<file path="src/design/lzwbe_pkg.sv">
// shared types and constants of the lzw byte encoder
package lzwbe_pkg;

    localparam int BYTE_BITS       = 8;
    localparam int OUT_CODE_BITS   = 12;
    localparam int EPOCH_BITS      = 4;
    localparam int FIRST_FREE_CODE = 256;
    localparam logic [15:0] HASH_MULT = 16'd40503;

    typedef struct packed {
        logic [OUT_CODE_BITS-1:0] code;
        logic                     last_code;
    } result_t;

endpackage

</file>
<file path="src/design/lzwbe_out_fifo.sv">
// two-entry result queue between the encoder engine and the m_ channel
module lzwbe_out_fifo (
    input  logic                      aclk,
    input  logic                      aresetn,
    input  logic                      push_valid,
    input  lzwbe_pkg::result_t        push_data,
    output logic                      push_ready,
    output logic                      m_valid,
    input  logic                      m_ready,
    output logic [lzwbe_pkg::OUT_CODE_BITS-1:0] m_code,
    output logic                      m_last_code
);

    lzwbe_pkg::result_t entry_reg [2];
    logic       wr_ptr_reg, wr_ptr_next;
    logic       rd_ptr_reg, rd_ptr_next;
    logic [1:0] count_reg, count_next;
    logic       do_push, do_pop;

    assign push_ready  = (count_reg != 2'd2);
    assign m_valid     = (count_reg != 2'd0);
    assign m_code      = entry_reg[rd_ptr_reg].code;
    assign m_last_code = entry_reg[rd_ptr_reg].last_code;
    assign do_push     = push_valid && push_ready;
    assign do_pop      = m_valid && m_ready;

    always_comb begin
        wr_ptr_next = do_push ? ~wr_ptr_reg : wr_ptr_reg;
        rd_ptr_next = do_pop ? ~rd_ptr_reg : rd_ptr_reg;
        count_next  = count_reg;
        if (do_push && !do_pop) begin
            count_next = count_reg + 2'd1;
        end else if (do_pop && !do_push) begin
            count_next = count_reg - 2'd1;
        end
    end

    always_ff @(posedge aclk) begin
        if (!aresetn) begin
            wr_ptr_reg <= 1'b0;
            rd_ptr_reg <= 1'b0;
            count_reg  <= 2'd0;
        end else begin
            wr_ptr_reg <= wr_ptr_next;
            rd_ptr_reg <= rd_ptr_next;
            count_reg  <= count_next;
        end
    end

    always_ff @(posedge aclk) begin
        if (do_push) begin
            entry_reg[wr_ptr_reg] <= push_data;
        end
    end

endmodule

</file>
<file path="config.mk">
export PLATFORM = sky130hd
export DESIGN_NAME = lzwbe_out_fifo
export DESIGN_NICKNAME = d
export VERILOG_FILES = /design/src/design/lzwbe_pkg.sv /design/src/design/lzwbe_out_fifo.sv
export SDC_FILE = /design/constraint.sdc
export NUM_CORES = 1
export LEC_CHECK = 0
export BUFFER_PORTS_ARGS = -buffer_cell sky130_fd_sc_hd__buf_2
export CAP_MARGIN = 40
export CORE_ASPECT_RATIO = 0.5
export CORE_MARGIN = 2
export CORE_UTILIZATION = 45
export DETAILED_ROUTE_END_ITERATION = 16
export PLACE_DENSITY = 0.77
export SKIP_CTS_REPAIR_TIMING = 1
export SLEW_MARGIN = 30
export SYNTH_ARGS = -nofsm -noshare
export SYNTH_HDL_FRONTEND = slang
export SYNTH_SLANG_ARGS = --single-unit
</file>
<file path="constraint.sdc">
create_clock -name aclk -period 1.5 [get_ports aclk]
set_input_delay 0.3 -clock aclk [delete_from_list [all_inputs] [get_ports aclk]]
set_output_delay 0.3 -clock aclk [all_outputs]
set_load 0.01 [all_outputs]
</file>
==> reports/results.ini, run 1 <==
[yosys]
yosys.area.top_type_share=0.665
yosysMostFrequentCell=edfxtp_1
synth-seq-cells=31
ys_types=19
synth_flop_cell=edfxtp_1
yosysWarnings=0
synth_edf_count=26
synth_area_um2=1170
seq_area_frac_synth=0.750
synth_cells=64
synthArstFlopShare=0
syn_nets=82
synth_area_per_cell_um2=18.4
yosys.area.top_type=edfxtp_1
yosys-top-cells-count=26 x edfxtp_1, 13 x mux2_2, 5 x dfxtp_1
ys_top_cells_by_area=edfxtp_1 66%, mux2_2 12%, dfxtp_1 8.5%

[floorplan]
core_area_um2=2540
dieArea_um2=3060
die_h_um=40.1
rows=13
boundaryPins=32
die_width_um=76.3
start_util=0.463

[clock_network]
clock_latency_ns=0.27
cts_tree=done
clkTransAtPathRegs_ns=0.06
cts.sinks=31
cts.htree.levels=2
ctsRootBufferMaster=clkbuf_8
cts_made_buffers=5
clock_path_buffers=2

[layout]
area_growth_pct=43.9
drive_gt1_frac=0.606
final_area_um2=1690
final_core_utilization=0.666
largest_reg_flops=26
nNetsFinal=126
antenna_cells=0

[worst_setup_path]
slowest_delay_ns=0.37
worst-path-buf-inv=2
crit_type=reg2out
critical-path-top-delay-family=flip-flops
critPathCaptureType=output pin
required_ns=1.20
reg2reg_from=count_reg[0]
worstPathCellList=buf_8 > mux2_4 > buf_6
cp.arrival_ns=1.24
startpoint_type=register
critPathMaxFanout=7
worst_path_max_delay_cell=dfxtp_2

[place]
placed_cell_area_um2=1420
io_buffers=31
post-dp-hpwl_um=1230
place_ws_ns=0.000133
place_congestion=0.743

[hold_path]
min_path_type=in2reg
worstHoldStart=push_data[5]

[drt]
wl_met1_um=849
dr.first_iter.drc_count=46
avgRoutedWirePerCell_um=14.7
wl_met3_um=62
vias=699
dr_wl_met2_um=1200
viasPerCell=4.79
drt_first_pass_iters=4
ant_nets=0
drc=0
wl_um=2140
maxUsedRoutingLayer=met4

[global_routing]
grt_pass1_vias=612
grt_pass1_wl_um=2680
grt_util_all_layers=0.123
antenna_found_initial=0
grt-ovfl-total=0
grt_max_degree=14

[power_and_ir_drop]
power_density_nw_per_um2=1720
leakage_nw=0.682
worst_ir_drop_vdd_uv=727

[sta]
finalSetupViolCount=13
fin_crit_ns=1.54
worstMarginPinSlew_ns=0.249
finalCritPeriodShare=1.03
worst_slack_ns=-0.0383
holdWs_ns=0.215
rsz0062_at_grt=yes
hold_violations=0
skew_ns=0.00360
fin_setup_tns_ns=-0.400
fmax_mhz=650
slew-limit-headroom=0.834
drv_slew=0

[status]
status=complete, but fails checks
violations=negative setup slack

[job]
cap_violations=0

## path summary, 6_finish.rpt
check	to	slack, ns	depth (start not counted)
setup / recovery	m_code[4]	-0.04	3
hold reg to reg	count_reg[1]	0.53	2
hold / removal	entry_reg[1][5]	0.21	1
setup reg to reg	count_reg[1]	0.05	6
## per-layer routing
metal  track usage  vias to the layer above
met4        0.0682                        0
met3        0.0405                        5
li1              -                      330
met5             0                        -
met2         0.243                       13
met1         0.126                      351
## cells in the final DEF (no fill, tap or decap)
cell	instances
edfxtp_1	26
inv_1	1
and2_1	3
a21boi_1	1
buf_8	1
and2_4	1
buf_12	1
clkbuf_1	1
xnor2_1	2
or3_1	1
a21bo_2	1
dfxtp_2	3
buf_4	4
o21ai_2	1
xor2_1	1
mux2_4	13
buf_2	18
nand3b_1	1
and3_1	1
or2_2	1
buf_6	14
ha_4	1
o21ai_0	1
clkinv_1	1
dfxtp_1	2
clkbuf_8	6
nand2b_4	1
a21boi_0	1
## where the power goes
part	internal, mW	switching [mW]	leakage [nW]
combinational	0.659	0.426	0.351
sequential	1.10	0.0722	0.285
clock	0.367	0.281	0.0459
total	2.12	0.779	0.682
## per-stage QoR
stage	instances	power, mW
2_1_floorplan	64	1.62
3_3_place_gp	136	1.91
3_5_place_dp	136	1.92
4_1_cts	144	2.57
5_1_grt	146	3.04
6_report	146	2.90
## area by class of cell
type                            count  area, um2
Multi-Input combinational cell     31        353
Clock inverter                      1       3.75
Inverter                            1       3.75
Tap cell                           37       46.3
Fill cell                         174        847
Sequential cell                    31        885
Clock buffer                        7       86.3
Timing Repair Buffer               38        313
## logic make-up after synthesis
group / count (synthesis) / share of synthesized area
AO/OA/AOI/OAI: 5 / 0.0298
XOR/XNOR: 3 / 0.0224
adder cells (fa/ha/maj): 1 / 0.0106
buffers and inverters: 2 / 0.00745
flip-flops: 31 / 0.750
multiplexers: 13 / 0.125
AND/OR/NAND/NOR: 9 / 0.0554
(Power assumes the default switching activity.)
==> run 2, diff against run 1 <==
--- a/config.mk
+++ b/config.mk
@@ -5,13 +5,13 @@
 export SDC_FILE = /design/constraint.sdc
 export NUM_CORES = 1
 export LEC_CHECK = 0
-export BUFFER_PORTS_ARGS = -buffer_cell sky130_fd_sc_hd__buf_2
+export BUFFER_PORTS_ARGS = -buffer_cell sky130_fd_sc_hd__clkbuf_2
 export CAP_MARGIN = 40
 export CORE_ASPECT_RATIO = 0.5
 export CORE_MARGIN = 2
 export CORE_UTILIZATION = 45
 export DETAILED_ROUTE_END_ITERATION = 16
-export PLACE_DENSITY = 0.77
+export PLACE_DENSITY = 0.78
 export SKIP_CTS_REPAIR_TIMING = 1
 export SLEW_MARGIN = 30
 export SYNTH_ARGS = -nofsm -noshare
==> reports/results.ini, run 2 (synthesis results as in run 1) <==
[sta]
finalSetupViolCount=9  ; was 13
worst_slack_ns=-0.0140  ; was -0.0383 ns
worstMarginPinSlew_ns=0.236  ; was 0.249 ns
drv_slew=0  ; unchanged
rsz0062_at_grt=yes  ; unchanged
slew-limit-headroom=0.842  ; was 0.834
finalCritPeriodShare=1.01  ; was 1.03
skew_ns=0.00317  ; was 0.00360 ns
hold_violations=0  ; unchanged
fin_crit_ns=1.51  ; was 1.54 ns
fmax_mhz=661  ; was 650 MHz

[worst_setup_path]
reg2reg_to=count_reg[1]  ; unchanged
endpoint=m_code[11]  ; was m_code[4]
reg2reg_from=count_reg[0]  ; unchanged
reg2reg_slack_ns=0.03  ; was 0.05 ns
crit_type=reg2out  ; unchanged
critPathMaxFanout=13  ; was 7
startpoint_type=register  ; unchanged
required_ns=1.20  ; about the same
reg2reg_depth=6  ; unchanged
cp.arrival_ns=1.21  ; was 1.24 ns
critPathCaptureType=output pin  ; unchanged

[layout]
final_core_utilization=0.613  ; was 0.666
regArea_um2=887  ; was 885 um2
largest_reg_flops=26  ; unchanged
area_growth_pct=32.4  ; was 43.9%
drive_gt1_frac=0.606  ; unchanged
final_cells=146  ; unchanged
multiInputGateArea_um2=290  ; was 353 um2
nNetsFinal=126  ; unchanged
mostFrequentLayoutCell=clkbuf_2  ; was edfxtp_1
n_fill_cell=207  ; was 174
antenna_cells=0  ; unchanged
mostFrequentLayoutCells=31 x clkbuf_2, 26 x edfxtp_1, 13 x mux2_2  ; was 26 x edfxtp_1, 18 x buf_2, 14 x buf_6

[drt]
avgRoutedWirePerCell_um=12.5  ; was 14.7 um
drc=0  ; unchanged
dr.first_iter.drc_count=18  ; was 46
drt_first_pass_iters=4  ; unchanged
vias=656  ; was 699
wl_um=1830  ; was 2140 um
ant_nets=0  ; unchanged
viasPerCell=4.49  ; was 4.79

[place]
place_congestion=0.781  ; was 0.743
io_buffers=31  ; unchanged
place_ws_ns=-0.0115  ; was 0.000133 ns
placed_cells=135  ; was 136
post-dp-hpwl_um=1240  ; was 1230 um

[hold_path]
min_path_type=in2reg  ; unchanged

[clock_network]
clkTransAtPathRegs_ns=0.06  ; about the same
cts_made_buffers=5  ; unchanged
ctsRootBufferMaster=clkbuf_8  ; unchanged
cts.sinks=31  ; unchanged
clock_path_buffers=2  ; unchanged
cts.htree.levels=2  ; unchanged
cts_tree=done  ; unchanged
clock_latency_ns=0.27  ; about the same

[floorplan]
dieArea_um2=3060  ; unchanged
die_h_um=40.1  ; unchanged
die_width_um=76.3  ; unchanged
boundaryPins=32  ; unchanged
rows=13  ; unchanged
start_util=0.463  ; unchanged
core_area_um2=2540  ; unchanged

[power_and_ir_drop]
power_density_nw_per_um2=1760  ; was 1720 nW/um2
leakage_nw=0.620  ; was 0.682 nW
worst_ir_drop_vdd_uv=769  ; was 727 uV

[job]
cap_violations=0  ; unchanged

[global_routing]
antenna_found_initial=0  ; unchanged
grt_util_all_layers=0.121  ; was 0.123
grt_max_degree=14  ; unchanged
grt-ovfl-total=0  ; unchanged
grt_pass1_vias=644  ; was 612
grt_pass1_wl_um=2700  ; was 2680 um

[status]
status=complete, but fails checks  ; unchanged
violations=negative setup slack  ; unchanged

-- run 2: stage by stage --
| step | setup TNS [ns] | area (um2) | hold WS, ns | power (mW) |
|---|---|---|---|---|
| 2_1_floorplan | 0 | 1170 | 0.399 | 1.62 |
| 3_3_place_gp | 0 | 1410 | 0.489 | 1.90 |
| 3_5_place_dp | -0.0115 | 1410 | 0.493 | 1.92 |
| 4_1_cts | -0.681 | 1520 | 0.207 | 2.70 |
| 5_1_grt | -0.716 | 1560 | 0.209 | 2.90 |
| 6_report | -0.0418 | 1560 | 0.217 | 2.73 |
-- run 2: area by class of cell --
| cell class | count | area share |
|---|---|---|
| Clock buffer | 5 | 0.0442 |
| Clock inverter | 3 | 0.0249 |
| Inverter | 1 | 0.00241 |
| Multi-Input combinational cell | 31 | 0.187 |
| Sequential cell | 31 | 0.570 |
| Tap cell | 37 | 0.0298 |
| Timing Repair Buffer | 38 | 0.142 |
-- run 2: worst min-delay path by stage --
stage,depth (start not counted),from,endpoint,slack [ns]
floorplan,0,push_data[0],entry_reg[0][0],0.40
global placement,1,push_data[7],entry_reg[0][7],0.49
detailed placement,1,push_data[12],entry_reg[0][12],0.49
CTS,1,push_data[12],entry_reg[0][12],0.21
global route,1,push_data[3],entry_reg[1][3],0.21
finish,1,push_data[12],entry_reg[0][12],0.22
-- run 2: per-layer routing --
metal / track usage / routed length [um]
met2: 0.237 / 953
met1: 0.127 / 802
met4: 0.0545 / 0
met5: 0 / 0
met3: 0.0428 / 72
-- run 2: where the power goes --
group | internal [mW] | switching, mW | leakage [nW] | total (mW)
clock network | 0.486 | 0.289 | 0.0556 | 0.775
registers | 1.10 | 0.0599 | 0.285 | 1.16
logic | 0.450 | 0.350 | 0.279 | 0.800
-- run 2: worst max-delay path, stage by stage, from the launching register on --
cell	delay [ns]
dfxtp_2	0.34
buf_12	0.14
mux2_2	0.34
clkbuf_2	0.13
==> run 3, diff against run 2 <==
--- a/config.mk
+++ b/config.mk
@@ -11,6 +11,7 @@
 export CORE_MARGIN = 2
 export CORE_UTILIZATION = 45
 export DETAILED_ROUTE_END_ITERATION = 16
+export MAX_ROUTING_LAYER = met4
 export PLACE_DENSITY = 0.78
 export SKIP_CTS_REPAIR_TIMING = 1
 export SLEW_MARGIN = 30
==> reports/results.ini, run 3 (synthesis results as in run 1) <==
[layout]
final_cells=146  ; unchanged
mostFrequentLayoutCells=31 x clkbuf_2, 26 x edfxtp_1, 13 x mux2_2  ; unchanged
drive_gt1_frac=0.606  ; unchanged
antenna_cells=0  ; unchanged
multiInputGateArea_um2=290  ; unchanged
regArea_um2=887  ; unchanged
nNetsFinal=126  ; unchanged
largest_reg_flops=26  ; unchanged
area_growth_pct=32.4  ; unchanged
n_fill_cell=207  ; unchanged
mostFrequentLayoutCell=clkbuf_2  ; unchanged

[hold_path]
min_path_type=in2reg  ; unchanged

[sta]
fin_setup_tns_ns=-0.0387  ; was -0.0418 ns
fin_crit_ns=1.51  ; about the same
worstMarginPinSlew_ns=0.236  ; about the same
skew_ns=0.00327  ; was 0.00317 ns
slew-limit-headroom=0.842  ; about the same
fmax_mhz=661  ; about the same
worst_slack_ns=-0.0121  ; was -0.0140 ns
rsz0062_at_grt=yes  ; unchanged
finalSetupViolCount=8  ; was 9
hold_violations=0  ; unchanged
finalCritPeriodShare=1.01  ; about the same
drv_slew=0  ; unchanged

[worst_setup_path]
cp.arrival_ns=1.21  ; about the same
worst-path-stages=3  ; unchanged
worst_path_max_delay_cell=dfxtp_2  ; unchanged
startpoint_type=register  ; unchanged
critPathMaxFanout=13  ; unchanged
reg2reg_depth=6  ; unchanged
reg2reg_from=count_reg[0]  ; unchanged
required_ns=1.20  ; about the same
critPathCaptureType=output pin  ; unchanged
reg2reg_slack_ns=0.03  ; about the same
critical-path-top-delay-family=flip-flops  ; unchanged
worstPathCellList=buf_12 > mux2_2 > clkbuf_2  ; unchanged
reg2reg_to=count_reg[1]  ; unchanged
endpoint=m_code[11]  ; unchanged
slowest_delay_ns=0.34  ; about the same
crit_type=reg2out  ; unchanged
worst-path-buf-inv=2  ; unchanged

[floorplan]
die_h_um=40.1  ; unchanged
dieArea_um2=3060  ; unchanged
boundaryPins=32  ; unchanged
die_width_um=76.3  ; unchanged
start_util=0.463  ; unchanged
rows=13  ; unchanged
core_area_um2=2540  ; unchanged

[global_routing]
grt_max_degree=14  ; unchanged
grt_pass1_wl_um=2710  ; was 2700 um
grt_util_all_layers=0.128  ; was 0.121
grt_pass1_vias=629  ; was 644
antenna_found_initial=0  ; unchanged
grt-ovfl-total=0  ; unchanged

[power_and_ir_drop]
worst_ir_drop_vdd_uv=769  ; about the same
leakage_nw=0.620  ; unchanged
power_density_nw_per_um2=1760  ; about the same

[place]
placed_cells=135  ; unchanged
place_ws_ns=-0.0115  ; unchanged
post-dp-hpwl_um=1240  ; unchanged
io_buffers=31  ; unchanged
place_congestion=0.792  ; was 0.781

[clock_network]
clock_latency_ns=0.27  ; about the same
ctsRootBufferMaster=clkbuf_8  ; unchanged
cts_made_buffers=5  ; unchanged
cts_tree=done  ; unchanged
cts.htree.levels=2  ; unchanged
clkTransAtPathRegs_ns=0.06  ; about the same
clock_path_buffers=2  ; unchanged
cts.sinks=31  ; unchanged

[drt]
drc=0  ; unchanged
vias=664  ; was 656
drt_first_pass_iters=4  ; unchanged
ant_nets=0  ; unchanged
avgRoutedWirePerCell_um=12.5  ; about the same
viasPerCell=4.55  ; was 4.49
wl_um=1830  ; about the same
dr.first_iter.drc_count=16  ; was 18

[job]
cap_violations=0  ; unchanged

[status]
status=complete, but fails checks  ; unchanged
violations=negative setup slack  ; unchanged

[run 3: cell counts in the layout (fill, tap and decap cells not counted)]
Identical to the previous run, type by type.
[run 3: worst min-delay path by stage]
stage	start	to	slack (ns)	cells past startpoint
after detailed placement	push_data[12]	entry_reg[0][12]	0.49	1
after CTS	push_data[12]	entry_reg[0][12]	0.21	1
final	push_data[12]	entry_reg[0][12]	0.22	1
after global routing	push_data[3]	entry_reg[1][3]	0.20	1
after global placement	push_data[7]	entry_reg[0][7]	0.49	1
after floorplan	push_data[0]	entry_reg[0][0]	0.40	0
[run 3: where the power goes]
group	switching, mW	leakage [nW]	internal [mW]
clock	0.290	0.0556	0.486
sequential	0.0596	0.285	1.10
combinational	0.351	0.279	0.450
[run 3: routing by layer]
metal / vias up / wire length (um) / global-route usage
met1: 320 / 787 / 0.127
li1: 330 / - / -
met3: 0 / 74 / 0.0631
met2: 14 / 962 / 0.237
met4: 0 / 0 / 0.0409
met5: - / 0 / -
[run 3: per-stage QoR]
| stage | area (um2) | power (mW) | hold WS (ns) | util |
|---|---|---|---|---|
| final | 1560 | 2.74 | 0.218 | 0.613 |
| after CTS | 1520 | 2.70 | 0.207 | 0.600 |
| after floorplan | 1170 | 1.62 | 0.399 | - |
| after global routing | 1560 | 2.91 | 0.203 | 0.613 |
| after detailed placement | 1410 | 1.92 | 0.493 | 0.557 |
| after global placement | 1410 | 1.90 | 0.489 | 0.557 |
[run 3: layout make-up]
cell class | count | share of cell area
clock buffers | 5 | 0.0442
clock inverters | 3 | 0.0249
inverters | 1 | 0.00241
multi-input cells | 31 | 0.187
flip-flops and latches | 31 | 0.570
well taps | 37 | 0.0298
repair buffers | 38 | 0.142
[run 3: worst reg2reg max path: stages, from the launching register on]
cell	delay, ns
dfxtp_4	0.35
nand2b_4	0.14
and2_4	0.15
ha_2	0.16
xor2_1	0.14
or3_1	0.34
a21boi_1	0.12
