$ cat src/design/lzwbe_pkg.sv
// shared types and constants of the lzw byte encoder
package lzwbe_pkg;

    localparam int BYTE_BITS       = 8;
    localparam int OUT_CODE_BITS   = 12;
    localparam int EPOCH_BITS      = 4;
    localparam int FIRST_FREE_CODE = 256;
    localparam logic [15:0] HASH_MULT = 16'd40503;

    typedef struct packed {
        logic [OUT_CODE_BITS-1:0] code;
        logic                     last_code;
    } result_t;

endpackage

$ cat src/design/lzwbe_engine.sv
// lzw control: hash probe, dictionary insert, epoch-based clearing
module lzwbe_engine #(
    parameter int CODE_BITS  = 12,
    parameter int HASH_SLOTS = 8192
) (
    input  logic                                 aclk,
    input  logic                                 aresetn,
    input  logic                                 s_valid,
    output logic                                 s_ready,
    input  logic [lzwbe_pkg::BYTE_BITS-1:0]      s_data_byte,
    input  logic                                 s_end_of_message,
    output logic                                 push_valid,
    output lzwbe_pkg::result_t                   push_data,
    input  logic                                 push_ready,
    output logic                                 ram_wr_en,
    output logic [$clog2(HASH_SLOTS)-1:0]        ram_wr_addr,
    output logic [lzwbe_pkg::EPOCH_BITS+2*CODE_BITS+lzwbe_pkg::BYTE_BITS-1:0] ram_wr_data,
    output logic [$clog2(HASH_SLOTS)-1:0]        ram_rd_addr,
    input  logic [lzwbe_pkg::EPOCH_BITS+2*CODE_BITS+lzwbe_pkg::BYTE_BITS-1:0] ram_rd_data
);

    localparam int IDX_W  = $clog2(HASH_SLOTS);
    localparam int KEY_W  = CODE_BITS + lzwbe_pkg::BYTE_BITS;
    localparam int ENT_W  = lzwbe_pkg::EPOCH_BITS + KEY_W + CODE_BITS;
    localparam int PROD_W = KEY_W + 16;
    localparam int EXT_W  = CODE_BITS + lzwbe_pkg::OUT_CODE_BITS;

    localparam logic [2:0] ST_CLEAR  = 3'd0;
    localparam logic [2:0] ST_IDLE   = 3'd1;
    localparam logic [2:0] ST_PROBE  = 3'd2;
    localparam logic [2:0] ST_MISS   = 3'd3;
    localparam logic [2:0] ST_FINISH = 3'd4;

    localparam logic [CODE_BITS:0] FIRST_CODE =
        (CODE_BITS+1)'(lzwbe_pkg::FIRST_FREE_CODE);
    localparam logic [lzwbe_pkg::EPOCH_BITS-1:0] EPOCH_FIRST =
        lzwbe_pkg::EPOCH_BITS'(1);

    logic [2:0]                          state_reg, state_next;
    logic [CODE_BITS-1:0]                prefix_reg, prefix_next;
    logic                                prefix_valid_reg, prefix_valid_next;
    logic [CODE_BITS:0]                  next_free_reg, next_free_next;
    logic [lzwbe_pkg::EPOCH_BITS-1:0]    epoch_reg, epoch_next;
    logic [lzwbe_pkg::BYTE_BITS-1:0]     byte_reg, byte_next;
    logic                                last_reg, last_next;
    logic [IDX_W-1:0]                    addr_reg, addr_next;
    logic [IDX_W-1:0]                    probe_cnt_reg, probe_cnt_next;
    logic                                slot_ok_reg, slot_ok_next;

    logic [KEY_W-1:0]                    key_in, key_held;
    logic [PROD_W-1:0]                   hash_prod;
    logic [lzwbe_pkg::EPOCH_BITS-1:0]    ent_epoch;
    logic [KEY_W-1:0]                    ent_key;
    logic [CODE_BITS-1:0]                ent_val;
    logic [EXT_W-1:0]                    prefix_ext;
    logic                                accept;

    assign key_in     = {prefix_reg, s_data_byte};
    assign key_held   = {prefix_reg, byte_reg};
    assign hash_prod  = PROD_W'(key_in) * PROD_W'(lzwbe_pkg::HASH_MULT);
    assign ent_val    = ram_rd_data[CODE_BITS-1:0];
    assign ent_key    = ram_rd_data[CODE_BITS+KEY_W-1:CODE_BITS];
    assign ent_epoch  = ram_rd_data[ENT_W-1 -: lzwbe_pkg::EPOCH_BITS];
    assign prefix_ext = EXT_W'(prefix_reg);
    assign s_ready    = (state_reg == ST_IDLE);
    assign accept     = s_valid && s_ready;

    always_comb begin
        state_next        = state_reg;
        prefix_next       = prefix_reg;
        prefix_valid_next = prefix_valid_reg;
        next_free_next    = next_free_reg;
        epoch_next        = epoch_reg;
        byte_next         = byte_reg;
        last_next         = last_reg;
        addr_next         = addr_reg;
        probe_cnt_next    = probe_cnt_reg;
        slot_ok_next      = slot_ok_reg;
        ram_rd_addr       = hash_prod[IDX_W-1:0];
        ram_wr_en         = 1'b0;
        ram_wr_addr       = addr_reg;
        ram_wr_data       = {epoch_reg, key_held, next_free_reg[CODE_BITS-1:0]};
        push_valid        = 1'b0;
        push_data.code    = prefix_ext[lzwbe_pkg::OUT_CODE_BITS-1:0];
        push_data.last_code = 1'b0;

        case (state_reg)
            ST_CLEAR: begin
                ram_wr_en   = 1'b1;
                ram_wr_data = '0;
                addr_next   = addr_reg + IDX_W'(1);
                if (addr_reg == {IDX_W{1'b1}}) begin
                    state_next = ST_IDLE;
                end
            end
            ST_IDLE: begin
                if (accept) begin
                    byte_next = s_data_byte;
                    last_next = s_end_of_message;
                    if (!prefix_valid_reg) begin
                        prefix_next       = CODE_BITS'(s_data_byte);
                        prefix_valid_next = 1'b1;
                        state_next        = s_end_of_message ? ST_FINISH : ST_IDLE;
                    end else begin
                        addr_next      = hash_prod[IDX_W-1:0];
                        probe_cnt_next = '0;
                        state_next     = ST_PROBE;
                    end
                end
            end
            ST_PROBE: begin
                ram_rd_addr = addr_reg + IDX_W'(1);
                if (ent_epoch != epoch_reg) begin
                    slot_ok_next = 1'b1;
                    state_next   = ST_MISS;
                end else if (ent_key == key_held) begin
                    prefix_next = ent_val;
                    state_next  = last_reg ? ST_FINISH : ST_IDLE;
                end else if (probe_cnt_reg == {IDX_W{1'b1}}) begin
                    slot_ok_next = 1'b0;
                    state_next   = ST_MISS;
                end else begin
                    addr_next      = addr_reg + IDX_W'(1);
                    probe_cnt_next = probe_cnt_reg + IDX_W'(1);
                end
            end
            ST_MISS: begin
                push_valid = 1'b1;
                if (push_ready) begin
                    if (slot_ok_reg && !next_free_reg[CODE_BITS]) begin
                        ram_wr_en      = 1'b1;
                        next_free_next = next_free_reg + (CODE_BITS+1)'(1);
                    end
                    prefix_next = CODE_BITS'(byte_reg);
                    state_next  = last_reg ? ST_FINISH : ST_IDLE;
                end
            end
            ST_FINISH: begin
                push_valid          = 1'b1;
                push_data.last_code = 1'b1;
                if (push_ready) begin
                    prefix_next       = '0;
                    prefix_valid_next = 1'b0;
                    next_free_next    = FIRST_CODE;
                    if (epoch_reg == {lzwbe_pkg::EPOCH_BITS{1'b1}}) begin
                        epoch_next = EPOCH_FIRST;
                        addr_next  = '0;
                        state_next = ST_CLEAR;
                    end else begin
                        epoch_next = epoch_reg + EPOCH_FIRST;
                        state_next = ST_IDLE;
                    end
                end
            end
            default: begin
                state_next = ST_IDLE;
            end
        endcase
    end

    always_ff @(posedge aclk) begin
        if (!aresetn) begin
            state_reg        <= ST_CLEAR;
            prefix_reg       <= '0;
            prefix_valid_reg <= 1'b0;
            next_free_reg    <= FIRST_CODE;
            epoch_reg        <= EPOCH_FIRST;
            addr_reg         <= '0;
        end else begin
            state_reg        <= state_next;
            prefix_reg       <= prefix_next;
            prefix_valid_reg <= prefix_valid_next;
            next_free_reg    <= next_free_next;
            epoch_reg        <= epoch_next;
            addr_reg         <= addr_next;
        end
    end

    always_ff @(posedge aclk) begin
        byte_reg      <= byte_next;
        last_reg      <= last_next;
        probe_cnt_reg <= probe_cnt_next;
        slot_ok_reg   <= slot_ok_next;
    end

endmodule
$ cat config.mk
export PLATFORM = sky130hd
export DESIGN_NAME = lzwbe_engine
export DESIGN_NICKNAME = d
export VERILOG_FILES = /design/src/design/lzwbe_pkg.sv /design/src/design/lzwbe_engine.sv
export SDC_FILE = /design/constraint.sdc
export NUM_CORES = 1
export LEC_CHECK = 0
export ABC_AREA = 1
export BUFFER_PORTS_ARGS = -buffer_cell sky130_fd_sc_hd__buf_2
export CAP_MARGIN = 40
export CORE_MARGIN = 5
export CORE_UTILIZATION = 30
export CTS_CLUSTER_DIAMETER = 100
export DETAILED_ROUTE_END_ITERATION = 8
export PLACE_DENSITY = 0.47
export SLEW_MARGIN = 15
export SYNTH_ARGS = -nofsm -noshare
export SYNTH_HDL_FRONTEND = slang
export SYNTH_SLANG_ARGS = --single-unit
$ cat constraint.sdc
create_clock -name aclk -period 5.4 [get_ports aclk]
set_input_delay 1.08 -clock aclk [delete_from_list [all_inputs] [get_ports aclk]]
set_output_delay 1.08 -clock aclk [all_outputs]
set_load 0.01 [all_outputs]
==> results of run 1 <==
[worst min-delay path, delay by kind of cell, from the launching register on]
kind	cells	cell delay, ps
compound gates	1	60
flops	1	310
buf+inv	1	70
[layout make-up]
type                       count  share of cell area [%]
clock buffer                  13                   3.446
inverter                     192                   8.571
sequential                    69                   18.98
multi-input combinational    628                   49.32
timing repair buffer         207                   15.43
clock inverter                 3                  0.2651
tap                          270                   3.976
[per-stage QoR]
step	cells	utilization [%]
final	1382	42.26
after global routing	1382	42.26
after CTS	1381	40.93
after detailed placement	1328	36.48
after global placement	1326	36.37
after floorplan	906	-
[kinds of logic (layout without fill, tap and decap cells)]
group	after synthesis	count (layout)
AO/OA/AOI/OAI	106	106
adder cells (fa/ha/maj)	69	69
multiplexers	1	1
XOR/XNOR	26	26
AND/OR/NAND/NOR	426	426
flip-flops	69	69
buffers and inverters	209	415
[power by group]
part           internal [uW]  switching, uW  total [uW]
logic                   1660           1640        3300
clock network            382            241         623
registers                596           55.5         651
[worst min-delay path by stage]
stage | end | depth (start not counted)
after floorplan | next_free_reg[12]$_SDFFE_PN0P_ | 2
after global placement | next_free_reg[9]$_SDFFE_PN0P_ | 2
after detailed placement | next_free_reg[9]$_SDFFE_PN0P_ | 2
after CTS | next_free_reg[9]$_SDFFE_PN0P_ | 2
after global routing | next_free_reg[11]$_SDFFE_PN0P_ | 2
final | next_free_reg[9]$_SDFFE_PN0P_ | 2
[cell usage in the layout, fill, tap and decap left out, drive strengths merged, types with 23 or more instances in the layout]
cell type and count:
nand2 231, buf 207, inv 192, nor2 128, o21ai 52, dfxtp 46
ha 46, nand3 43, a21oi 34, edfxtp 23, fa 23
[timing repair]
item                       in CTS  in global routing
gates resized for setup        62                 61
setup buffers                  37                  3
pin swaps                      44                 31
setup endpoints to repair       7                  9
hold buffers                    0                  0
[layer usage]
metal | global-route usage, % | share of wire [%]
met5 | 0 | 0
met4 | 3.649 | 1.1
met3 | 3.351 | 3.4
met2 | 29.32 | 50
met1 | 20.97 | 46
==> results by group, run 1 <==
Timing
  – Worst Max-Slew Pin Slew: just over 700 ps
  – Hold violation count in the final report: 0
  – Min Clock Period, post-route: between 5000 and 6000 ps
  – Final setup viols: 5
  – Post-layout worst setup margin: -176.7 ps
  – Post-route worst hold slack: 473.2 ps
  – Final max-slew violation count: 0
  – Setup clock skew after layout: 13.33 ps
  – Portion of the clock cycle consumed by the worst path in the final layout: 103.3%
  – Unrepaired setup endpoints after global routing: yes
  – Post-route setup TNS: -669.4 ps
  – Relative slew slack: between 50% and 60%
  – Maximum clock frequency: 179.3 MHz

Synthesis
  – Synth Area in Adders: 17.03%
  – Cell types occupying the most area after synthesis: sky130_fd_sc_hd__dfxtp_1 15%, sky130_fd_sc_hd__nand2_1 14%, sky130_fd_sc_hd__edfxtp_1 11%
  – Dominant combinational cell family by area after synthesis: simple AND/OR/NAND/NOR gates
  – Compound-cell area share of the yosys netlist: 9.459%
  – Share of the synthesized area in the top cell type: 15.13%
  – Post-synth EDFFs: 23
  – Distinct cell type count of the synthesized netlist: 43
  – Most common cell in the synthesized netlist: sky130_fd_sc_hd__nand2_1
  – Number of synthesized register bits: 69
  – Seq/Total Area, Yosys: 26.49%
  – Mean post-synth cell area: between 6 and 7 sq um
  – FFs w/ async S/R, synth: 0%
  – Share of synthesized area spent on multiplexers: 0.1645%
  – Post-synthesis share of cell area spent on and, or, nand and nor gates: 29.82%
  – Dominant synthesized flop cell: sky130_fd_sc_hd__dfxtp_1
  – Total nets after synthesis: 1024
  – Synth Warn #: 0
  – Post-synthesis instance total: 906
  – Share of the synthesized netlist area taken by xor and xnor gates: 3.743%
  – Commonest cells in the netlist: 229 x sky130_fd_sc_hd__nand2_1, 180 x sky130_fd_sc_hd__inv_1, 122 x sky130_fd_sc_hd__nor2_1
  – Cell taking the most area after synthesis: sky130_fd_sc_hd__dfxtp_1
  – Mapped cell area: between 6000 and 7000 sq um

Setup path
  – Cell mode on critical path: sky130_fd_sc_hd__nand2_2
  – Endpoint type of the worst setup path: output port
  – Reg2Reg Capture Point: ram_wr_addr[12]$_SDFFE_PN0P_
  – Endpoint of the most critical setup path: ram_rd_addr[10]
  – CP arrival: 4500 ps
  – Worst path bufs/invs: 4
  – Largest stage delay on the critical path: 540 ps
  – Depth of the most critical reg-to-reg path: 28
  – Logic depth of the worst path, buffers included: 18
  – Register-to-register setup slack: -10 ps
  – Cell class contributing the biggest share of worst-path delay: adder cells
  – Slowest CP cell: sky130_fd_sc_hd__fa_1
  – Reg-to-reg startpoint: prefix_reg[0]$_SDFFE_PN0P_
  – Critical Path Source Type: input port
  – Crit Path Max Fanout: 3
  – Critical path data required time: 4320 ps
  – Ordered cell list for the critical path: buf_2, buf_4, ha_4, fa_1, ha_1, ha_1, fa_1, inv_2, fa_2, o21ai_4, nand2_1, nand2_1, nand2_2, nand2_2, nand2_2, nand3_2, o21ai_2, buf_2
  – Crit path kind: in -> out
  – CP startpoint: s_data_byte[3]

Drt
  – Mean routed wirelength per cell: 13.97 um
  – Routed wire length: ~19000 um
  – Via count: 6127
  – DRT iter0 DRCs: roughly 300
  – Vias per std cell: 4.433
  – Detailed-route DRC error count: 0
  – Antenna-violating nets left: 0
  – Drt first pass iters: 5

Placed design
  – Worst slack, placed: -392.8 ps
  – Routability-driven placement congestion ratio: 0.8289
  – Half-perimeter wire length of the detailed placement result: approximately 15000 um
  – Total of buffers placed on input and output ports: 126
  – Cell area after placement: 7335 sq um

Die
  – Die X: 152.4 um
  – Area of the die: 23230 sq um
  – Placeable Area: 20100 sq um
  – Die span in y: 152.4 um
  – Starting density of the core: ~30%
  – Floorplan row count: 52
  – I/O pin count: about 130

Global route
  – Initial antenna violation count: 0
  – Aggregate global-route resource usage: 16.59%
  – Largest net degree at the start of global routing: 38
  – Congestion Overflow GR: 0
  – Wire length of the first global-routing pass: between 30000 and 40000 um
  – Number of global-route vias before repair: 6204

Clock network
  – Cell at the root of the clock tree: sky130_fd_sc_hd__clkbuf_16
  – Clock latency of the later-clocked register in the worst-skew pair: around 350 ps
  – CTS H-Tree Depth: 3
  – Clock-pin slew of the registers on the worst-case setup and hold paths: 60 ps
  – TritonCTS clock tree: done
  – Number of buffers on the longest clock path: 2
  – Number of buffers created by CTS: 9
  – Clock sink count: 69

Min path
  – Hold WC Path Type: reg -> reg
  – Start point of the worst hold path: next_free_reg[9]$_SDFFE_PN0P_

Cells and area
  – Proportion of layout cells with a drive suffix above 1: 30.58%
  – Synthesis-to-finish area growth: 39.63%
  – Seq. cell area: 1613 sq um
  – Number of filler cells placed in the layout: 2101
  – Non-Filler Cell Area, Final: between 8000 and 9000 sq um
  – Multi-input gate area: around 4200 sq um
  – Number of nets in the finished design: 1225
  – Antenna diodes: 0

Power
  – Leakage: 0.004246 uW
  – Power density relative to cell area: about 540 nW/um^2
  – Peak VDD IR: between 0.001 and 0.0015 V
  – Overall power of the completed layout: 4573 uW

Outcome
  – Result of the run: finished, violations left
  – Violated checks: setup timing

Flow run
  – Maximum capacitance violations: 0
Note: power is estimated with default switching activity, not from simulation.
==> run 2, diff against run 1 <==
--- a/config.mk
+++ b/config.mk
@@ -12,7 +12,8 @@
 export CORE_UTILIZATION = 30
 export CTS_CLUSTER_DIAMETER = 100
 export DETAILED_ROUTE_END_ITERATION = 8
-export PLACE_DENSITY = 0.47
+export PLACE_DENSITY = 0.45
+export RECOVER_POWER = 100
 export SLEW_MARGIN = 15
 export SYNTH_ARGS = -nofsm -noshare
 export SYNTH_HDL_FRONTEND = slang
==> constraint.sdc (replaced) <==
create_clock -name aclk -period 5.22 [get_ports aclk]
set_input_delay 1.044 -clock aclk [delete_from_list [all_inputs] [get_ports aclk]]
set_output_delay 1.044 -clock aclk [all_outputs]
set_load 0.01 [all_outputs]
==> run 2 against run 1 <==
Final cell count is 0.65% lower. Power is 7.1% lower. The run ends with capacitance limit, slew limit, setup timing left. Sequential share of layout area is 0.98 points higher. Critical path depth is 3 higher.
==> results by group, run 2 (same netlist as run 1, synthesis figures left out) <==
Setup path
  – Crit path kind: in -> out
  – Slowest CP cell: sky130_fd_sc_hd__fa_1
  – Depth of the most critical reg-to-reg path: 28 (unchanged)
  – Cell mode on critical path: sky130_fd_sc_hd__nand2_1
  – Critical path data required time: 4180 ps (-140 ps)
  – Reg2Reg Capture Point: ram_wr_addr[12]$_SDFFE_PN0P_
  – Largest stage delay on the critical path: 510 ps (-30 ps)
  – Logic depth of the worst path, buffers included: 21 (+3)
  – CP startpoint: s_data_byte[6]
  – Reg-to-reg startpoint: prefix_reg[1]$_SDFFE_PN0P_
  – Ordered cell list for the critical path: buf_8, ha_4, fa_1, inv_2, fa_1, inv_1, ha_1, inv_2, fa_1, inv_2, ha_4, nand2_4, o21ai_4, nand2_1, nand2_1, nand2_2, nand2_1, nand2_1, nand3_1, o21ai_2, buf_2
  – Endpoint of the most critical setup path: ram_rd_addr[10]
  – Critical Path Source Type: input port
  – Register-to-register setup slack: -160 ps (-150 ps)
  – Worst path bufs/invs: 6 (+2)
  – Cell class contributing the biggest share of worst-path delay: adder cells
  – Endpoint type of the worst setup path: output port
  – CP arrival: 4460 ps (-40 ps)
  – Crit Path Max Fanout: 4 (+1)

Outcome
  – Result of the run: finished, violations left
  – Violated checks: capacitance limit, slew limit, setup timing

Global route
  – Largest net degree at the start of global routing: 38 (unchanged)
  – Wire length of the first global-routing pass: 30970 um (-1.6%)
  – Congestion Overflow GR: 0 (unchanged)
  – Initial antenna violation count: 1 (+1)
  – Aggregate global-route resource usage: 16.40% (-0.19 points)
  – Number of global-route vias before repair: 6033 (-2.8%)

Timing
  – Final setup viols: 8 (+3)
  – Unrepaired setup endpoints after global routing: yes
  – Post-route setup TNS: -1877 ps (-1207 ps)
  – Relative slew slack: -8.977% (-62 points)
  – Setup clock skew after layout: 12.47 ps (-0.8587 ps)
  – Final max-slew violation count: 64 (+64)
  – Maximum clock frequency: 181.8 MHz
  – Post-layout worst setup margin: -279.7 ps (-103.0 ps)
  – Min Clock Period, post-route: roughly 5500 ps
  – Worst Max-Slew Pin Slew: 1635 ps (+930.1 ps)
  – Portion of the clock cycle consumed by the worst path in the final layout: 105.4%
  – Hold violation count in the final report: 0 (unchanged)

Power
  – Leakage: 0.003845 uW (-9.4%)
  – Proportion of power drawn by the clock network: 14.9% (+1.3 points)
  – Seq pwr share: 15.9% (+1.7 points)
  – Overall power of the completed layout: 4247 uW (-7.1%)
  – Internal Dissipation: 2481 uW (-5.9%)
  – Switching power: 1766 uW (-8.8%)
  – Switching Fraction: 41.58% (-0.78 points)
  – Peak VDD IR: 0.0007114 V (-29%)
  – Power density relative to cell area: 526.0 nW/um^2 (-2.3%)
  – Combinational share of power: 69.3% (-2.8 points)

Drt
  – DRT iter0 DRCs: 268 (-10%)
  – Vias per std cell: 4.447 (+0.31%)
  – Detailed-route DRC error count: 0 (unchanged)
  – Mean routed wirelength per cell: 14.11 um (+0.97%)
  – Drt first pass iters: 4 (-1)
  – Antenna-violating nets left: 0 (unchanged)
  – Routed wire length: 19370 um (+0.31%)
  – Via count: 6106 (-0.34%)

Clock network
  – CTS H-Tree Depth: 3 (unchanged)
  – Clock sink count: 69 (unchanged)
  – TritonCTS clock tree: done
  – Clock-pin slew of the registers on the worst-case setup and hold paths: 50 ps (about the same)
  – Number of buffers created by CTS: 9 (unchanged)
  – Clock latency of the later-clocked register in the worst-skew pair: 340 ps (about the same)
  – Cell at the root of the clock tree: sky130_fd_sc_hd__clkbuf_16
  – Number of buffers on the longest clock path: 2 (unchanged)

Cells and area
  – Synthesis-to-finish area growth: 32.70%
  – Number of filler cells placed in the layout: 2219 (+5.6%)
  – Number of non-filler instances in the completed layout: 1373 (-0.65%)
  – Number of nets in the finished design: 1215 (-0.82%)
  – Proportion of layout cells with a drive suffix above 1: 18.87% (-12 points)
  – Most used cells in the layout excluding fill and tap cells: 218 x sky130_fd_sc_hd__nand2_1, 174 x sky130_fd_sc_hd__inv_1, 125 x sky130_fd_sc_hd__nor2_1
  – Most frequent standard cell in the layout excluding fill and tap cells: sky130_fd_sc_hd__nand2_1

Die
  – Placeable Area: 20100 sq um (unchanged)
  – Die X: 152.4 um (unchanged)
  – I/O pin count: 127 (unchanged)
  – Area of the die: 23230 sq um (unchanged)
  – Floorplan row count: 52 (unchanged)
  – Die span in y: 152.4 um (unchanged)
  – Starting density of the core: 30.27% (unchanged)

Min path
  – Hold WC Path Type: reg -> reg
  – Worst Hold Path Cells: 2 (unchanged)

Placed design
  – Placed Cells: 1332 (+0.30%)
  – Worst slack, placed: -427.1 ps (-34.39 ps)
  – Routability-driven placement congestion ratio: 0.8138 (-1.8%)
  – Total of buffers placed on input and output ports: 126 (unchanged)
  – Half-perimeter wire length of the detailed placement result: 15210 um (+3.7%)

Flow run
  – Maximum capacitance violations: 2 (+2)
## run 2: repair_timing
action                     in CTS  in global routing
setup buffers                  24                  3
setup endpoints to repair       8                 10
pin swaps                      30                  8
gates resized for setup        48                 17
hold buffers                    0                  0
## run 2: layout make-up
type	instances	area, sq um	area share (%)
multi-input combinational	628	3979	49.28
sequential	69	1612	19.96
timing repair buffer	197	1117	13.84
inverter	192	723.2	8.957
tap	270	337.8	4.184
clock buffer	16	302.8	3.750
antenna	1	2.502	0.03099
## run 2: worst min path at each step
stage | end | startpoint | slack, ps
after floorplan | next_free_reg[12]$_SDFFE_PN0P_ | next_free_reg[12]$_SDFFE_PN0P_ | 440
after global placement | next_free_reg[12]$_SDFFE_PN0P_ | next_free_reg[12]$_SDFFE_PN0P_ | 470
after detailed placement | next_free_reg[9]$_SDFFE_PN0P_ | next_free_reg[9]$_SDFFE_PN0P_ | 470
after CTS | next_free_reg[9]$_SDFFE_PN0P_ | next_free_reg[9]$_SDFFE_PN0P_ | 480
after global routing | next_free_reg[9]$_SDFFE_PN0P_ | next_free_reg[9]$_SDFFE_PN0P_ | 500
final | next_free_reg[9]$_SDFFE_PN0P_ | next_free_reg[9]$_SDFFE_PN0P_ | 470
## run 2: layer usage
layer	vias up	wire length [um]	GRT usage, %
li1	3192	-	-
met1	2779	9283	21.60
met2	116	9057	27.62
met3	17	698	3.238
met4	2	308	4.328
met5	-	20	0
## run 2: power by group through the flow
stage	clock network, uW	registers, uW	logic [uW]
2_1_floorplan	0	697	1280
3_3_place_gp	0	687	2090
3_5_place_dp	0	685	2090
4_1_cts	649	675	2820
5_1_grt	670	685	3240
6_report	631	674	2940
## run 2: stage by stage
stage / utilization [%] / cell area (sq um) / hold slack, ps
2_1_floorplan: - / 6191 / 435.4
3_3_place_gp: 36.85 / 7408 / 469.1
3_5_place_dp: 37.02 / 7443 / 470.1
4_1_cts: 40.64 / 8170 / 479.2
5_1_grt: 40.15 / 8071 / 503.2
6_report: 40.16 / 8074 / 471.5
## run 2: worst min-delay path, stage by stage, from the launching register on
cell and delay [ps]:
sky130_fd_sc_hd__dfxtp_1 310, sky130_fd_sc_hd__inv_1 70, sky130_fd_sc_hd__a21oi_1 60
